## src/rtl/core/assert_macros.svh

```systemverilog
// Assertion macros shared by the ARP responder RTL.
// Used by files that take this header with an include; no other dependencies.
`ifndef ASSERT_MACROS_SVH
`define ASSERT_MACROS_SVH

// Same-cycle implication, disabled during reset.
`define ASSERT_IMPLIES(label, clk, rst, ante, cons) \
   label: assert property (@(posedge clk) disable iff (rst) (ante) |-> (cons)) \
      else $error("assertion failed");

// Next-cycle implication, disabled during reset.
`define ASSERT_NEXT(label, clk, rst, ante, cons) \
   label: assert property (@(posedge clk) disable iff (rst) (ante) |=> (cons)) \
      else $error("assertion failed");

`endif

```

## src/rtl/core/arp_rr_pkg.sv

```systemverilog
// Package for the ARP request responder: constants, reply job type, byte helpers.
// No dependencies.
`timescale 1ns / 1ps

package arp_rr_pkg;

   localparam logic [4:0]  ARP_LEN    = 5'd28;
   localparam logic [4:0]  LAST_IDX   = 5'd27;
   localparam logic [15:0] HW_TYPE    = 16'h0001;
   localparam logic [15:0] PROTO_TYPE = 16'h0800;
   localparam logic [7:0]  HW_LEN     = 8'd6;
   localparam logic [7:0]  PROTO_LEN  = 8'd4;
   localparam logic [15:0] OP_REQUEST = 16'h0001;
   localparam logic [15:0] OP_REPLY   = 16'h0002;

   localparam logic [63:0] REQ_HEADER = {HW_TYPE, PROTO_TYPE, HW_LEN, PROTO_LEN, OP_REQUEST};
   localparam logic [63:0] RSP_HEADER = {HW_TYPE, PROTO_TYPE, HW_LEN, PROTO_LEN, OP_REPLY};

   localparam logic [1:0] CSR_OWN_MAC  = 2'd0;
   localparam logic [1:0] CSR_OWN_IPV4 = 2'd1;

   typedef struct packed {
      logic [47:0] own_mac;
      logic [31:0] own_ipv4;
      logic [47:0] peer_mac;
      logic [31:0] peer_ipv4;
   } reply_job_type;

   // expected request header byte, wire order
   function automatic logic [7:0] req_header_byte(input logic [2:0] idx);
      return REQ_HEADER[{~idx, 3'b000} +: 8];
   endfunction

   // reply byte idx (0..27) of a job, wire order
   function automatic logic [7:0] reply_byte(input reply_job_type job,
                                             input logic [4:0] idx);
      logic [223:0] frame;
      logic [4:0]   sel;
      frame = {RSP_HEADER, job.own_mac, job.own_ipv4, job.peer_mac, job.peer_ipv4};
      sel   = LAST_IDX - idx;
      return frame[{sel, 3'b000} +: 8];
   endfunction

endpackage

```

## src/rtl/core/arp_rr_front.sv

```systemverilog
// Front end: parses incoming ARP payload bytes and issues a reply job per match.
// Depends on arp_rr_pkg.
`timescale 1ns / 1ps

module arp_rr_front (
   input  logic                      clock,
   input  logic                      reset,
   input  logic                      req_valid,
   output logic                      req_stall,
   input  logic [7:0]                req_rx_byte,
   input  logic                      req_frame_start,
   input  logic [10:0]               req_payload_length,
   input  logic [47:0]               own_mac,
   input  logic [31:0]               own_ipv4,
   input  logic                      queue_full,
   output logic                      push,
   output arp_rr_pkg::reply_job_type push_job
);

   logic [4:0]  pos_ff, pos_in, pos;
   logic        hdr_ok_ff, hdr_ok_in, hdr_ok;
   logic        tgt_ok_ff, tgt_ok_in, tgt_ok;
   logic [47:0] peer_mac_ff, peer_mac_in;
   logic [31:0] peer_ipv4_ff, peer_ipv4_in;
   logic        accept;

   assign req_stall = queue_full;
   assign accept    = req_valid && !req_stall;

   always_comb begin
      pos    = req_frame_start ? 5'd0 : pos_ff;
      hdr_ok = req_frame_start ? (req_payload_length >= 11'(arp_rr_pkg::ARP_LEN)) : hdr_ok_ff;
      tgt_ok = req_frame_start ? 1'b1 : tgt_ok_ff;

      pos_in       = pos_ff;
      hdr_ok_in    = hdr_ok_ff;
      tgt_ok_in    = tgt_ok_ff;
      peer_mac_in  = peer_mac_ff;
      peer_ipv4_in = peer_ipv4_ff;

      if (accept) begin
         pos_in    = pos;
         hdr_ok_in = hdr_ok;
         tgt_ok_in = tgt_ok;
         if (pos < arp_rr_pkg::ARP_LEN) begin
            if (pos < 5'd8) begin
               if (req_rx_byte != arp_rr_pkg::req_header_byte(pos[2:0])) begin
                  hdr_ok_in = 1'b0;
               end
            end else if (pos < 5'd14) begin
               peer_mac_in = {peer_mac_ff[39:0], req_rx_byte};
            end else if (pos < 5'd18) begin
               peer_ipv4_in = {peer_ipv4_ff[23:0], req_rx_byte};
            end else if (pos >= 5'd24) begin
               if (req_rx_byte != own_ipv4[{~pos[1:0], 3'b000} +: 8]) begin
                  tgt_ok_in = 1'b0;
               end
            end
            pos_in = pos + 5'd1;
         end
      end

      push = accept && (pos == arp_rr_pkg::LAST_IDX) && hdr_ok_in && tgt_ok_in;

      push_job.own_mac   = own_mac;
      push_job.own_ipv4  = own_ipv4;
      push_job.peer_mac  = peer_mac_ff;
      push_job.peer_ipv4 = peer_ipv4_ff;
   end

   always_ff @(posedge clock) begin
      if (reset) begin
         pos_ff       <= arp_rr_pkg::ARP_LEN;
         hdr_ok_ff    <= 1'b0;
         tgt_ok_ff    <= 1'b0;
         peer_mac_ff  <= '0;
         peer_ipv4_ff <= '0;
      end else begin
         pos_ff       <= pos_in;
         hdr_ok_ff    <= hdr_ok_in;
         tgt_ok_ff    <= tgt_ok_in;
         peer_mac_ff  <= peer_mac_in;
         peer_ipv4_ff <= peer_ipv4_in;
      end
   end

endmodule

```

## src/rtl/core/arp_rr_queue.sv

```systemverilog
// Two-entry queue of reply jobs between the front end and the reply serializer.
// Depends on arp_rr_pkg and assert_macros.svh.
`timescale 1ns / 1ps
`include "assert_macros.svh"

module arp_rr_queue (
   input  logic                      clock,
   input  logic                      reset,
   input  logic                      push,
   input  arp_rr_pkg::reply_job_type push_job,
   output logic                      full,
   input  logic                      pop,
   output logic                      head_valid,
   output arp_rr_pkg::reply_job_type head_job
);

   arp_rr_pkg::reply_job_type entry_ff [2];
   logic       wr_ptr_ff, wr_ptr_in;
   logic       rd_ptr_ff, rd_ptr_in;
   logic [1:0] count_ff, count_in;

   assign full       = (count_ff == 2'd2);
   assign head_valid = (count_ff != 2'd0);
   assign head_job   = entry_ff[rd_ptr_ff];

   always_comb begin
      wr_ptr_in = push ? ~wr_ptr_ff : wr_ptr_ff;
      rd_ptr_in = pop ? ~rd_ptr_ff : rd_ptr_ff;
      count_in  = count_ff + 2'(push) - 2'(pop);
   end

   always_ff @(posedge clock) begin
      if (push) begin
         entry_ff[wr_ptr_ff] <= push_job;
      end
   end

   always_ff @(posedge clock) begin
      if (reset) begin
         wr_ptr_ff <= 1'b0;
         rd_ptr_ff <= 1'b0;
         count_ff  <= 2'd0;
      end else begin
         wr_ptr_ff <= wr_ptr_in;
         rd_ptr_ff <= rd_ptr_in;
         count_ff  <= count_in;
      end
   end

   `ASSERT_IMPLIES(a_no_push_when_full, clock, reset, push, !full)
   `ASSERT_IMPLIES(a_no_pop_when_empty, clock, reset, pop, head_valid)
   `ASSERT_IMPLIES(a_count_range, clock, reset, 1'b1, count_ff != 2'd3)

endmodule

```

## src/rtl/core/arp_rr_back.sv

```systemverilog
// Back end: serializes the reply job at the queue head into 28 output bytes.
// Depends on arp_rr_pkg and assert_macros.svh.
`timescale 1ns / 1ps
`include "assert_macros.svh"

module arp_rr_back (
   input  logic                      clock,
   input  logic                      reset,
   input  logic                      job_valid,
   input  arp_rr_pkg::reply_job_type job,
   output logic                      pop,
   output logic                      rsp_valid,
   input  logic                      rsp_stall,
   output logic [7:0]                rsp_tx_byte,
   output logic                      rsp_tx_last
);

   logic [4:0] idx_ff, idx_in;
   logic       valid_ff, valid_in;
   logic [7:0] byte_ff, byte_in;
   logic       last_ff, last_in;
   logic       load;

   assign rsp_valid   = valid_ff;
   assign rsp_tx_byte = byte_ff;
   assign rsp_tx_last = last_ff;

   always_comb begin
      load     = job_valid && (!valid_ff || !rsp_stall);
      pop      = load && (idx_ff == arp_rr_pkg::LAST_IDX);
      idx_in   = idx_ff;
      valid_in = valid_ff;
      byte_in  = byte_ff;
      last_in  = last_ff;
      if (valid_ff && !rsp_stall) begin
         valid_in = 1'b0;
      end
      if (load) begin
         valid_in = 1'b1;
         byte_in  = arp_rr_pkg::reply_byte(job, idx_ff);
         last_in  = (idx_ff == arp_rr_pkg::LAST_IDX);
         idx_in   = last_in ? 5'd0 : idx_ff + 5'd1;
      end
   end

   always_ff @(posedge clock) begin
      byte_ff <= byte_in;
      last_ff <= last_in;
   end

   always_ff @(posedge clock) begin
      if (reset) begin
         idx_ff   <= 5'd0;
         valid_ff <= 1'b0;
      end else begin
         idx_ff   <= idx_in;
         valid_ff <= valid_in;
      end
   end

   `ASSERT_IMPLIES(a_last_wraps_index, clock, reset, valid_ff && last_ff, idx_ff == 5'd0)
   `ASSERT_IMPLIES(a_midreply_has_job, clock, reset, idx_ff != 5'd0, job_valid)
   `ASSERT_NEXT(a_index_steps, clock, reset, load && idx_ff != arp_rr_pkg::LAST_IDX,
      idx_ff == $past(idx_ff) + 5'd1)

endmodule

```

## src/rtl/core/arp_request_responder_core.sv

```systemverilog
// Top level of the ARP request responder: station registers, front end, queue, back end.
// Depends on arp_rr_pkg, arp_rr_front, arp_rr_queue, arp_rr_back.
//
// channel  dir  handshake          payload
// req_     in   valid / stall      rx_byte[8], frame_start, payload_length[11]
// rsp_     out  valid / stall      tx_byte[8], tx_last
// csr_     in   valid / ready      index[2], wdata[48]
//
// Unstalled, one request byte per cycle; a reply streams out as 28 bytes, one per cycle.
// Replies wait in a two-entry job queue; input stalls only while it is full.
// After the 28th request byte the job is queued, then byte 0 is registered in the back end.
// Synchronous reset; station registers clear to zero, csr_ready is always high.
`timescale 1ns / 1ps

module arp_request_responder_core (
   input  logic        clock,
   input  logic        reset,
   input  logic        req_valid,
   output logic        req_stall,
   input  logic [7:0]  req_rx_byte,
   input  logic        req_frame_start,
   input  logic [10:0] req_payload_length,
   output logic        rsp_valid,
   input  logic        rsp_stall,
   output logic [7:0]  rsp_tx_byte,
   output logic        rsp_tx_last,
   input  logic        csr_valid,
   output logic        csr_ready,
   input  logic [1:0]  csr_index,
   input  logic [47:0] csr_wdata
);

   logic [47:0] own_mac_ff, own_mac_in;
   logic [31:0] own_ipv4_ff, own_ipv4_in;
   logic        push, pop, full, head_valid;
   arp_rr_pkg::reply_job_type push_job, head_job;

   assign csr_ready = 1'b1;

   always_comb begin
      own_mac_in  = own_mac_ff;
      own_ipv4_in = own_ipv4_ff;
      if (csr_valid && csr_ready) begin
         case (csr_index)
            arp_rr_pkg::CSR_OWN_MAC:  own_mac_in  = csr_wdata;
            arp_rr_pkg::CSR_OWN_IPV4: own_ipv4_in = csr_wdata[31:0];
            default: ;
         endcase
      end
   end

   always_ff @(posedge clock) begin
      if (reset) begin
         own_mac_ff  <= '0;
         own_ipv4_ff <= '0;
      end else begin
         own_mac_ff  <= own_mac_in;
         own_ipv4_ff <= own_ipv4_in;
      end
   end

   arp_rr_front u_front (
      .clock              (clock),
      .reset              (reset),
      .req_valid          (req_valid),
      .req_stall          (req_stall),
      .req_rx_byte        (req_rx_byte),
      .req_frame_start    (req_frame_start),
      .req_payload_length (req_payload_length),
      .own_mac            (own_mac_ff),
      .own_ipv4           (own_ipv4_ff),
      .queue_full         (full),
      .push               (push),
      .push_job           (push_job)
   );

   arp_rr_queue u_queue (
      .clock      (clock),
      .reset      (reset),
      .push       (push),
      .push_job   (push_job),
      .full       (full),
      .pop        (pop),
      .head_valid (head_valid),
      .head_job   (head_job)
   );

   arp_rr_back u_back (
      .clock       (clock),
      .reset       (reset),
      .job_valid   (head_valid),
      .job         (head_job),
      .pop         (pop),
      .rsp_valid   (rsp_valid),
      .rsp_stall   (rsp_stall),
      .rsp_tx_byte (rsp_tx_byte),
      .rsp_tx_last (rsp_tx_last)
   );

endmodule
```

## config.mk

```make
export PLATFORM = sky130hd
export DESIGN_NAME = arp_request_responder_core
export DESIGN_NICKNAME = d
export VERILOG_FILES = /design/src/rtl/core/arp_rr_pkg.sv /design/src/rtl/core/arp_rr_front.sv /design/src/rtl/core/arp_rr_queue.sv /design/src/rtl/core/arp_rr_back.sv /design/src/rtl/core/arp_request_responder_core.sv
export VERILOG_INCLUDE_DIRS = /design/src /design/src/rtl/core
export SDC_FILE = /design/constraint.sdc
export NUM_CORES = 1
export LEC_CHECK = 0
export BUFFER_PORTS_ARGS = -buffer_cell sky130_fd_sc_hd__buf_4
export CAP_MARGIN = 20
export CELL_PAD_IN_SITES_DETAIL_PLACEMENT = 0
export CELL_PAD_IN_SITES_GLOBAL_PLACEMENT = 1
export CORE_MARGIN = 4
export CORE_UTILIZATION = 25
export DETAILED_ROUTE_END_ITERATION = 10
export GPL_TIMING_DRIVEN = 0
export PLACE_DENSITY_LB_ADDON = 0.2
export SYNTH_ARGS = -nofsm -noshare
export SYNTH_HDL_FRONTEND = slang
export SYNTH_HIERARCHICAL = 1
export SYNTH_SLANG_ARGS = --single-unit
```

## constraint.sdc

```tcl
create_clock -name clock -period 12.1 [get_ports clock]
set_input_delay 2.42 -clock clock [delete_from_list [all_inputs] [get_ports clock]]
set_output_delay 2.42 -clock clock [all_outputs]
set_load 0.05 [all_outputs]
```

; ---- Word-level counts from Yosys, hierarchy flattened
; Memories as Yosys holds them, arrays and structs flattened. A register that Yosys moved wholly into a read port is not among the register bits.
; Index checks and enable logic that the tools add are counted.
[totals]
inputBits = 75
register_bits = 186
elab_cells = 81
out_inout_bits = 12
mem_count = 1
mem_bits_rw = 320
[mem_list]
columns = memory, words, width, read_ports, rd_ports_with_merged_regs, write_ports, line
row1 = u_queue.entry_ff, 2, 160, 1, 1, 1, arp_rr_queue.sv:17  ; arp_rr_pkg::reply_job_type entry_ff [2];
[classes]
order_cmp = 6
eq_ne = 6
reduce_logical = 18
shift = 3
bitwise = 6
mux = 22
add_sub_neg = 5
[ops]
columns = cell, count
row1 = 224-bit by 9-bit indexed part select with 8-bit output, 1
row2 = 64-bit by 7-bit indexed part select with 8-bit output (first input constant), 1
row3 = 32-bit by 6-bit indexed part select with 8-bit output, 1
row4 = 1-bit two-way mux, 19
row5 = 8-bit inequality test, 2
row6 = 5-bit two-way mux, 3
row7 = 11-bit by 5-bit greater-or-equal comparator with 1-bit output (second input constant), 1
row8 = 5-bit by 1-bit adder with 5-bit output (second input constant), 2
row9 = 5-bit equality test (second input constant), 2
row10 = 5-bit by 4-bit < comparator with 1-bit output (second input constant), 2
row11 = 5-bit < comparator (second input constant), 2
row12 = 1-bit logical AND, 7
row13 = 5-bit greater-or-equal comparator (second input constant), 1
row14 = 5-bit AND reduction, 1
row15 = 5-bit subtractor (first input constant), 1
row16 = 1-bit inverter, 4
row17 = 2-bit AND reduction, 2
row18 = 4-bit AND reduction, 1
row19 = 2-bit nonzero test, 2
row20 = 1-bit zero test, 3
row21 = 3-bit inverter, 1
row22 = 2-bit by 1-bit adder with 2-bit output, 1
row23 = 2-bit by 1-bit equality test with 1-bit output (second input constant), 1
row24 = 2-bit equality test (second input constant), 1
row25 = 4 further kinds, 4

; ---- Depth between registers and ports, before layout
; Gate-level depths: netlist of run 1.
[depth]
word_depth = 14
mapped_depth = 11
depth_no_buf = 9

; ---- Modules after synthesis
; Netlist of run 1, hierarchy kept.
[modules_own_cells]
columns = mod, n_inst, area_each_um2, cells_each, seq_area_each_um2
row1 = arp_rr_queue, 1, 12170.4, 519, 9709.3
row2 = arp_rr_front, 1, 4352.9, 541, 1741.7
row3 = arp_request_responder_core, 1, 3355.7, 315, 1601.5
row4 = arp_rr_back, 1, 2005.7, 156, 390.4

; ---- Least setup slack after synthesis of run 1
; Ideal clock, no wire load.
[synth_path]
path_kind = input -> register
from = input req_frame_start
to = memory u_queue/entry_ff[0][0] (netlist name), enable pin
arrival_ns = 10.901
n_path_buf = 1
slack_ns = 0.498
setup_time_ns = 0.701
cell_stages = 8
required_time_ns = 11.399
path_cell_list = clkbuf_1 -> nand2_1 -> o21ai_0 -> or3_1 -> a22oi_1 -> nand4_1 -> nor4_2 -> nor2b_1
[synth_between]
elab_chain_cells = 14
word_cells_on_any_way = 31
cone_classes = order compare (5) / eq/ne (3) / shift (2) / mux (16) / bitwise (2) / reduce/logical (3)
[synth_lines]
columns = element, line
row1 = start: declaration, arp_request_responder_core.sv:21  ; input logic req_frame_start,
row2 = 5-bit two-way mux, arp_rr_front.sv:31  ; pos = req_frame_start ? 5'd0 : pos_ff;
row3 = 2-bit inverter, arp_rr_front.sv:55  ; if (req_rx_byte != own_ipv4[{~pos[1:0], 3'b000} +: 8]) begin
row4 = 32-bit by 6-bit indexed part select with 8-bit output, arp_rr_front.sv:55
row5 = 8-bit inequality test, arp_rr_front.sv:55
row6 = 1-bit two-way mux, arp_rr_front.sv:55
row7 = 1-bit two-way mux, arp_rr_front.sv:54  ; end else if (pos >= 5'd24) begin
row8 = 1-bit two-way mux, arp_rr_front.sv:52  ; end else if (pos < 5'd18) begin
row9 = 1-bit two-way mux, arp_rr_front.sv:50  ; end else if (pos < 5'd14) begin
row10 = 1-bit two-way mux, arp_rr_front.sv:46  ; if (pos < 5'd8) begin
row11 = 1-bit two-way mux, arp_rr_front.sv:45  ; if (pos < arp_rr_pkg::ARP_LEN) begin
row12 = 1-bit two-way mux, arp_rr_front.sv:41  ; if (accept) begin
row13 = 1-bit logical AND (*), arp_rr_front.sv:63  ; push = accept && (pos == arp_rr_pkg::LAST_IDX) && hdr_ok_in && tgt_ok_in;
row14 = named net push, arp_request_responder_core.sv:35  ; logic push, pop, full, head_valid;
row15 = 1-bit two-way mux (*), arp_rr_queue.sv:33  ; if (push) begin
row16 = 1-bit two-way mux (implied by the code) (*), arp_rr_queue.sv:34  ; entry_ff[wr_ptr_ff] <= push_job;
row17 = end: declaration, arp_rr_queue.sv:17
; Mark *: on every way through the listed nets, which the timed path passes. The rest lies on a longest branch.

; ---- Worst setup path in the final report of run 1
[layout_path]
from = input req_frame_start
to = memory u_queue/entry_ff[0][103] (netlist name), enable pin
; The elaborated chain is that of the path after synthesis.

==> impl.org, run 1 <==
** Timing
- The final critical path takes up 47.1% of the cycle.
- Worst setup slack after layout :: approximately 6.4 ns
- After layout, the minimum clock period comes to around 5.7 ns.
- Setup repair after global routing left no endpoint under its margin.
- The count of final hold-check violations came to 0.
- At the pin with the least slew margin, the transition time is 0.869 ns.
- The clock arrives with approximately 0.018 ns of skew.
- Worst relative slew slack :: 42.1%
- Number of slew-limit violations in the final report :: 0
- Derived from the worst setup path, the maximum achievable clock frequency is approximately 0.18 GHz.
- Final-report setup violation count :: 0

** Clock network
- CTS clk-pin slew, worst paths :: 0.06 ns
- Post-CTS Hold Fix Bufs :: 0
- No sink is reached through more buffers than the 3 on the longest clock path.
- Inserted Clock Buffers :: 56
- After clock tree synthesis, the setup repair step added 0 buffers.
- Count of H-tree levels built during CTS :: 2
- Clock latency on the worst-skew pair, taken at its later pin, is roughly 0.6 ns.
- Clock net sink count :: around 500
- Master cell of the clock root buffer :: sky130_fd_sc_hd__clkbuf_16
- In this run, post-CTS repair resized a total of 0 instances.
- TritonCTS built the clock tree.

** Synthesis
- The synthesized design contains ~330 enable-type register cells.
- Top-area cell type share of the netlist area :: a little under half
- Of all cell types, the one taking the most synthesized area is sky130_fd_sc_hd__edfxtp_1.
- Net count after synthesis :: roughly 1,600
- Dividing the synthesized area by the synthesized cell count gives about 14 um^2.
- Sorting the synthesized cells by area gives the leading types as sky130_fd_sc_hd__edfxtp_1, sky130_fd_sc_hd__dfxtp_1, sky130_fd_sc_hd__mux2_4.
- In the synthesized netlist the dominant register cell turns out to be sky130_fd_sc_hd__edfxtp_1.
- Number of different library cells in the post-synthesis netlist :: 60
- Yosys printed 6 warnings.
- By instance count, the leading cell after synthesis is sky130_fd_sc_hd__edfxtp_1.
- Of all flip-flops after synthesis, the portion carrying an async set or reset was 0%.
- The synthesized netlist occupies a cell area of 21,900 um^2.
- After technology mapping, the gate count stands at 1,531.
- After synthesis, the most frequently instantiated cells are sky130_fd_sc_hd__edfxtp_1, sky130_fd_sc_hd__dfxtp_1, sky130_fd_sc_hd__nand2b_1.
- Share of the yosys chip area belonging to registers :: between 60 and 70%
- Synthesis-stage register bit count :: slightly above 500

** Global route
- The number of antenna violations at the first check in global routing was 2.
- Total GRT Usage :: ~12%
- Wire length of the first global-routing pass :: roughly 85,000 um
- Summed over all layers, the global routing overflow is 0.
- Entering global routing, the biggest net connects ~60 pins.
- The number of global-route vias before repair came to approximately 13,000.

** Setup path
- For the worst setup path, the data required time is between 10 and 15 ns.
- The critical path is of the input pin to flip-flop type.
- Worst Setup SP :: req_frame_start
- Sort of element at the end of the critical path :: flip-flop
- In this run the critical register-to-register path is launched from u_front/pos_ff[0].
- Worst Setup Start Kind :: input pin
- Crit path arrival time :: about 6 ns
- Top fanout value on the critical path :: 23

** Final layout
- The final layout contains between 1,500 and 2,000 nets.
- After filler insertion, the fill cell instance count of the layout stands at 8,759.
- Ant. Diodes :: 0
- Growth of design area from synthesis to finish :: 19.4%
- The finished cells cover about 26,000 um^2.
- Final design utilization :: between 30% and 40%
- Share of cells above drive strength 1 :: 30.5%
- The finished layout holds between 2,000 and 3,000 standard cells, fillers aside.

** Die
- The die covers around 92,000 um^2.
- Height of the die :: 304 um
- The initialized floorplan defines between 100 and 150 standard-cell rows.
- In this run the horizontal extent of the chip is roughly 300 um.
- Starting density of the core :: 25.2%
- Area inside the core boundary :: between 80,000 and 90,000 um^2
- IO Count :: 87

** Detailed routing
- First-pass detailed-route iteration total :: 5
- Initial drt markers :: between 700 and 800
- Summed over all nets, wire length on met3 after detailed routing comes to roughly 2900 um.
- Overall routed net length :: slightly below 60,000 um
- After detailed routing, the average wire length per cell comes to a little over 20 um.
- The detailed router placed between 10,000 and 15,000 vias in this run.
- Vias per Instance :: about 4.2
- Top routing layer in use :: met4
- Number of nets still failing antenna checks after routing :: 0
- Summed over all nets, wire length on met2 after detailed routing comes to 26,700 um.
- DRC errors left :: 0
- Detailed-route wire length on metal 1 :: ~27,000 um

** Placement
- The wire-length estimate of the detail-placed layout is just over 40,000 um.
- Total cell area at the placement stage :: 24,200 um^2
- After detailed placement, the design holds a cell count of approximately 2,800.
- Buffers placed on the I/O ports in this run total 83.
- At the placement stage, the worst setup path has a slack of about 5.7 ns.
- Placer Congestion :: between 0.7 and 0.8

** Worst hold path
- Beginning of the worst hold path :: u_front/peer_ipv4_ff[29]
- In this run the worst hold path is classified as flip-flop to flip-flop.

** Power and ir drop
- Power spread over the standard cell area amounts to approximately 140 nW/um^2.
- Leakage :: approximately 9.4 nW
- Across the VDD grid, the largest voltage drop is 86.0 uV.

** Run status
- Status :: finished, final reports clean

** Run
- Max-cap violations in this run came to 0.
critical path, cell delays in order:
cell	delay (ns)
sky130_fd_sc_hd__buf_4	0.14
sky130_fd_sc_hd__clkbuf_1	0.24
sky130_fd_sc_hd__nand2_1	0.11
sky130_fd_sc_hd__o21ai_0	0.11
sky130_fd_sc_hd__or3_1	0.36
sky130_fd_sc_hd__a22oi_1	0.21
sky130_fd_sc_hd__nand4_1	0.24
sky130_fd_sc_hd__nor4_2	0.81
sky130_fd_sc_hd__nor2b_4	0.64
sky130_fd_sc_hd__buf_12	0.25
sky130_fd_sc_hd__buf_12	0.21
sky130_fd_sc_hd__buf_12	0.20
power breakdown:
group | leakage (nW) | internal (mW) | switching [mW]
Sequential | 4.48 | 1.84 | 0.00931
Combinational | 3.99 | 0.0565 | 0.0657
Clock | 0.951 | 1.11 | 0.678
cells in the final DEF, fill, tap and decap left out, drive strengths merged, types with 10 or more instances in the layout:
cell      n
edfxtp  329
mux2i   135
nand2b  141
o21ai    25
dfxtp   178
nor2     51
nand2   113
mux2    167
clkbuf  120
mux4     37
buf     232
a21oi    60
inv      10
logic make-up (layout without fill, tap and decap cells):
group / Yosys count / in the layout / share of synthesized area (%)
flip-flops: 507 / 507 / 61.4
AND/OR/NAND/NOR: 367 / 367 / 8.75
multiplexers: 339 / 339 / 20.3
buffers and inverters: 184 / 381 / 5.48
AO/OA/AOI/OAI: 116 / 116 / 3.12
XOR/XNOR: 10 / 10 / 0.463
adder cells (fa/ha/maj): 7 / 7 / 0.400
other: 1 / 1 / 0.0171
routing by layer:
layer  GRT usage (%)  up-vias
met1            16.9     6147
met5               0        -
met2            19.8      238
met3            2.02       82
met4            4.34        0
li1                -     5778
sequential cells by signal (all words and copies together), names as in the netlist, 2 cells and up, named ones only:
signal / count
u_queue/entry_ff: 320
own_ipv4_ff: 32
u_back/rsp_tx_byte: 8
u_front/pos_ff: 5
u_back/idx_ff: 5
u_front/peer_mac_ff: 48
u_queue/count_ff: 2
u_front/peer_ipv4_ff: 32
own_mac_ff: 48
final timing paths:
path | end | slack (ns) | depth (start not counted)
worst min-delay path | u_queue/entry_ff[1][29] | 0.45 | 0
worst max-delay path | u_queue/entry_ff[0][103] | 6.40 | 12
worst max register to register | u_queue/entry_ff[0][103] | 7.65 | 12
worst min register to register | u_queue/entry_ff[1][29] | 0.45 | 0
metrics by stage:
step	hold WS, ns	setup TNS (ns)	power [mW]
2_1_floorplan	0.425	0	1.95
3_3_place_gp	0.432	-1018.68	2.01
3_5_place_dp	0.439	0	2.01
4_1_cts	0.454	0	3.82
5_1_grt	0.465	0	3.90
6_report	0.454	0	3.76
final cells by class:
type / count / area (um^2) / area share (%)
multi-input cells: 840 / 7260 / 27.8
flip-flops and latches: 507 / 13400 / 51.4
clock inverters: 19 / 299 / 1.14
inverters: 10 / 37.5 / 0.144
clock buffers: 85 / 1660 / 6.36
repair buffers: 93 / 833 / 3.19
plain buffers: 174 / 1160 / 4.45
well taps: 1155 / 1450 / 5.53
(Power assumes the default switching activity.)
==> run 2, diff against run 1 <==
Settings changed: ABC_AREA set to 1.
Clock period 12.1 ns to 5.3 ns, I/O delays scaled along.
==> run 2 against run 1 <==
Net effect: count of clock-buffer cells in the layout rose by 1; via count is 24% higher; setup slack worse by 5.3 ns; critical path depth is 7 higher; wire length grew 11%; cell area increased by 3.0%; clock power increased by 120%; first-iteration DRC count is 15% higher.
==> impl.org, run 2 <==
** Clock network
- CTS tree :: yes
- Maximum root-to-sink buffer count :: 3 (unchanged)
- Inserted Clock Buffers :: 58 (+3.6%)
- The post-CTS clock slew at the launch and capture registers of the worst setup and hold paths came to 0.06 ns (about the same).
- The number of buffers added to fix hold violations after cts was 0 (unchanged).
- Clock latency at the later pin of the worst-skew pair :: 0.64 ns (+0.04 ns)
- The tree is rooted in a sky130_fd_sc_hd__clkbuf_16.
- The clock sink count came to 507 (unchanged).
- The post-cts sizing count is 0 (unchanged).
- Post-CTS setup buffers :: 0 (unchanged)
- Count of H-tree levels built during CTS :: 2 (unchanged)

** Final layout
- The share of final-layout standard cells stronger than drive strength 1 was 21.1% (-9.4 points).
- Growth of design area from synthesis to finish :: 18.7%
- Largest regs :: u_queue/entry_ff (320), own_mac_ff (48), u_front/peer_mac_ff (48)
- The total non-filler cell area in the finished layout came to 26,900 um^2 (+3.0%).
- Number of flip-flops in the largest register :: 320 (unchanged)
- The number of inserted diodes was 0 (unchanged).
- Final layout net count :: 2,469 (+40%)
- Most common cell after layout, fill and taps aside :: sky130_fd_sc_hd__nand2_1
- Counting flops per register, the top entry is u_queue/entry_ff.
- In the layout the commonest cells are sky130_fd_sc_hd__nand2_1, sky130_fd_sc_hd__edfxtp_1, sky130_fd_sc_hd__inv_1.

** Setup path
- The largest individual stage delay along the critical path comes from the cell sky130_fd_sc_hd__nor2_1.
- CP Class :: input pin to flip-flop
- The endpoint arrival time on the critical path was 4.49 ns (-1.51 ns).
- Top fanout value on the critical path :: 37 (+61%)
- Cell-by-cell trace of the critical path :: buf_4 -> nor2_1 -> clkinv_1 -> nand2_1 -> nand2_1 -> nand2_1 -> nand2_1 -> inv_1 -> nand2_1 -> nor2_1 -> nand2_1 -> nand2_1 -> nand2_1 -> nor2_1 -> nand2_1 -> clkinvlp_4 -> buf_12 -> buf_12 -> buf_12
- Required time at the worst-slack endpoint :: 5.60 ns (-6.79 ns)
- Library cell appearing most often on the critical path :: sky130_fd_sc_hd__nand2_1
- Stage delay of the slowest cell on the critical path :: 0.49 ns (-0.32 ns)
- The worst setup path is captured at a flip-flop.
- Worst Setup Start Kind :: input pin

** Global route
- Pin count of the biggest net entering global routing :: 38 (-36%)
- GRT Residual Overflow :: 0 (unchanged)
- Total GRT Usage :: 13.4% (+1.0 points)
- Wire length of the first global-routing pass :: 96,100 um (+13%)
- The number of global-route vias before repair came to 15,200 (+21%).
- The number of antenna violations at the first check in global routing is 1 (-1).

** Synthesis
- Area share of fa/ha/maj cells after synthesis :: 0.386% (-0.014 points)
- Cell area after synthesis :: 22,700 um^2 (+3.6%)
- Number of different library cells in the post-synthesis netlist :: 39 (-35%)
- Async SR Flop Fraction :: 0% (unchanged)
- The number of nets in the synthesized netlist was 2,316 (+44%).
- Multiplexer fraction of the synthesized cell area :: 9.60% (-11 points)
- The proportion of synthesized chip area in sequential cells came to 59.3% (-2.1 points).
- Warnings from Yosys :: 6 (unchanged)
- The simple-gate share of the synthesized area is 15.8% (+7.0 points).
- Parity-gate share of the synthesized area counting xor and xnor cells :: 0.0772% (-0.39 points)
- By area, the combinational part of the netlist is dominated by simple AND/OR/NAND/NOR gates.
- The synthesized netlist cell count came to 2,234 (+46%).
- Compound-cell area share of the yosys netlist :: 4.95% (+1.8 points)
- Largest area contributor in the netlist :: sky130_fd_sc_hd__edfxtp_1
- The number of enable flip-flop cells after synthesis came to 329 (unchanged).
- The share of the synthesized area in the top cell type came to 43.6% (-1.6 points).
- Most instantiated cells after synthesis :: sky130_fd_sc_hd__nand2_1, sky130_fd_sc_hd__edfxtp_1, sky130_fd_sc_hd__inv_1
- Synthesis-stage register bit count :: 507 (unchanged)
- Most frequent cell after synthesis :: sky130_fd_sc_hd__nand2_1
- Mapped Avg Cell Area :: 10.2 um^2 (-29%)
- Yosys attributes the largest share of cell area to sky130_fd_sc_hd__edfxtp_1, sky130_fd_sc_hd__dfxtp_1, sky130_fd_sc_hd__nand2_1.
- In the synthesized netlist the dominant register cell turns out to be sky130_fd_sc_hd__edfxtp_1.

** Detailed routing
- Overall routed net length :: 64,500 um (+11%)
- Routed wirelength normalized by instance count :: 17.8 um (-12%)
- Via count :: 15,200 (+24%)
- The detailed router's first-iteration violation count came to 860 (+15%).
- The final routed DRC violation total is 0 (unchanged).
- The count of TritonRoute iterations in the first routing pass came to 5 (unchanged).
- The number of vias per cell is 4.20 (-1.0%).
- Number of nets still failing antenna checks after routing :: 0 (unchanged)

** Die
- Height of the die :: 309 um (+1.7%)
- Starting density of the core :: 25.2% (-0.033 points)
- The die width came to 309 um (+1.7%).
- The placeable core region came to 90,000 um^2 (+3.8%).
- The number of core rows came to 110 (+1.9%).
- The number of placed I/O pins came to 87 (unchanged).
- The full die area came to 95,600 um^2 (+3.5%).

** Power and ir drop
- The clock network power share is 45.9% (-1.7 points).
- Design internal power :: 6.82 mW (+130%)
- The worst-case vdd ir drop is 266 uV (+210%).
- Leakage :: 10.9 nW (+15%)
- Combinational cell fraction of total power :: 4.8% (+1.5 points)
- The part of the power in registers came to 49.3% (about the same).
- Total net switching power :: 1.94 mW (+160%)
- Power per cell area :: 325 nW/um^2 (+130%)
- The switching part of the total was 22.2% (+2.1 points).

** Placement
- Placer Congestion :: 0.845 (+11%)
- DPL Wire Length :: 48,300 um (+16%)
- Port bufs :: 82 (-1.2%)
- Total cell area at the placement stage :: 25,000 um^2 (+3.4%)

** Timing
- Final hold vios :: 0 (unchanged)
- The worst clock skew on the final layout came to 0.0558 ns (+0.0382 ns).
- Worst relative slew slack :: 43.0% (+0.93 points)
- The worst path needs around 4.2 ns of the cycle, external delays included.
- Post-route clock period utilization :: between 70% and 80%
- Final-report setup violation count :: 0 (unchanged)
- The post-route worst hold slack is 0.454 ns (+0.000627 ns).
- The number of max-slew violations in the final report is 0 (unchanged).
- RSZ-0062 raised after global routing :: no
- Least-Margin Pin Slew :: 0.855 ns (-0.0139 ns)
- Derived from the worst setup path, the maximum achievable clock frequency is about 0.24 GHz.

** Run status
- Status :: finished, final reports clean

** Worst hold path
- The tightest min-delay check is of the flip-flop to flip-flop type.

** Run
- Max-cap violations :: 0 (unchanged)
==> run 2: cell types whose count changed after synthesis, sizes merged, moves of 10 or more <==
cell and change:
nand2 +364, mux2i -135, o21ai +47, nor2 +169
inv +249, nand2b -141, buf +23, nand3 +147
nor3 +10, mux4 -37, a21oi +75
==> run 2: area by class of cell <==
| class | instances | area [um^2] |
|---|---|---|
| plain buffers | 198 | 1280 |
| clock inverters | 24 | 285 |
| clock buffers | 86 | 1650 |
| flip-flops and latches | 507 | 13400 |
| well taps | 1176 | 1470 |
| inverters | 260 | 980 |
| fillers | 9472 | 63100 |
| multi-input cells | 1269 | 6990 |
| repair buffers | 93 | 836 |
==> run 2: metal layers <==
layer  share of wire, %  global-route usage, %  vias up
met4                2.3                   3.41        0
met1                 47                   17.9     7287
met3                2.9                   1.82       86
met5                  0                      0        -
met2                 48                   22.7      231
li1                   -                      -     7582
==> run 2: logic make-up (layout without fill, tap and decap cells) <==
group | count (synthesis) | after routing
AOI/OAI and AO/OA | 220 | 220
xor gates and xnor gates | 2 | 2
adders and majority gates | 7 | 7
buffers and inverters | 458 | 661
DFF | 507 | 507
muxes | 160 | 160
other | 1 | 1
and+or+nand+nor | 879 | 879
==> run 2: metrics by stage <==
step / setup slack [ns] / util (%) / cells / TNS [ns] / power, mW
2_1_floorplan: 0.243 / - / 2234 / 0 / 4.64
3_3_place_gp: -2.69 / 27.5 / 3492 / -797.62 / 4.82
3_5_place_dp: 0.442 / 27.8 / 3503 / 0 / 4.83
4_1_cts: 1.11 / 29.9 / 3613 / 0 / 8.89
5_1_grt: 0.813 / 29.9 / 3613 / 0 / 9.11
6_report: 1.11 / 29.9 / 3613 / 0 / 8.76
==> run 2: worst paths after layout <==
path / from / endpoint / slack (ns) / cells after the start
worst max register to register: u_front/pos_ff[0] / u_queue/entry_ff[1][147] / 1.25 / 21
worst max-delay path: req_frame_start / u_queue/entry_ff[1][147] / 1.11 / 19
worst min-delay path: u_front/peer_mac_ff[42] / u_queue/entry_ff[0][74] / 0.45 / 0
worst min register to register: u_front/peer_mac_ff[42] / u_queue/entry_ff[0][74] / 0.45 / 0
==> run 2: worst max-delay path, delay by kind of cell <==
kind,cells,cell delay (ns)
buffers and inverters,7,1.60
AND/OR/NAND/NOR,12,1.73
==> run 2: power by group through the flow <==
stage	sequential, mW	combinational [mW]	clock (mW)
floorplan	4.38	0.263	0
global placement	4.41	0.418	0
detailed placement	4.41	0.421	0
CTS	4.32	0.423	4.14
global route	4.33	0.469	4.31
finish	4.32	0.417	4.02
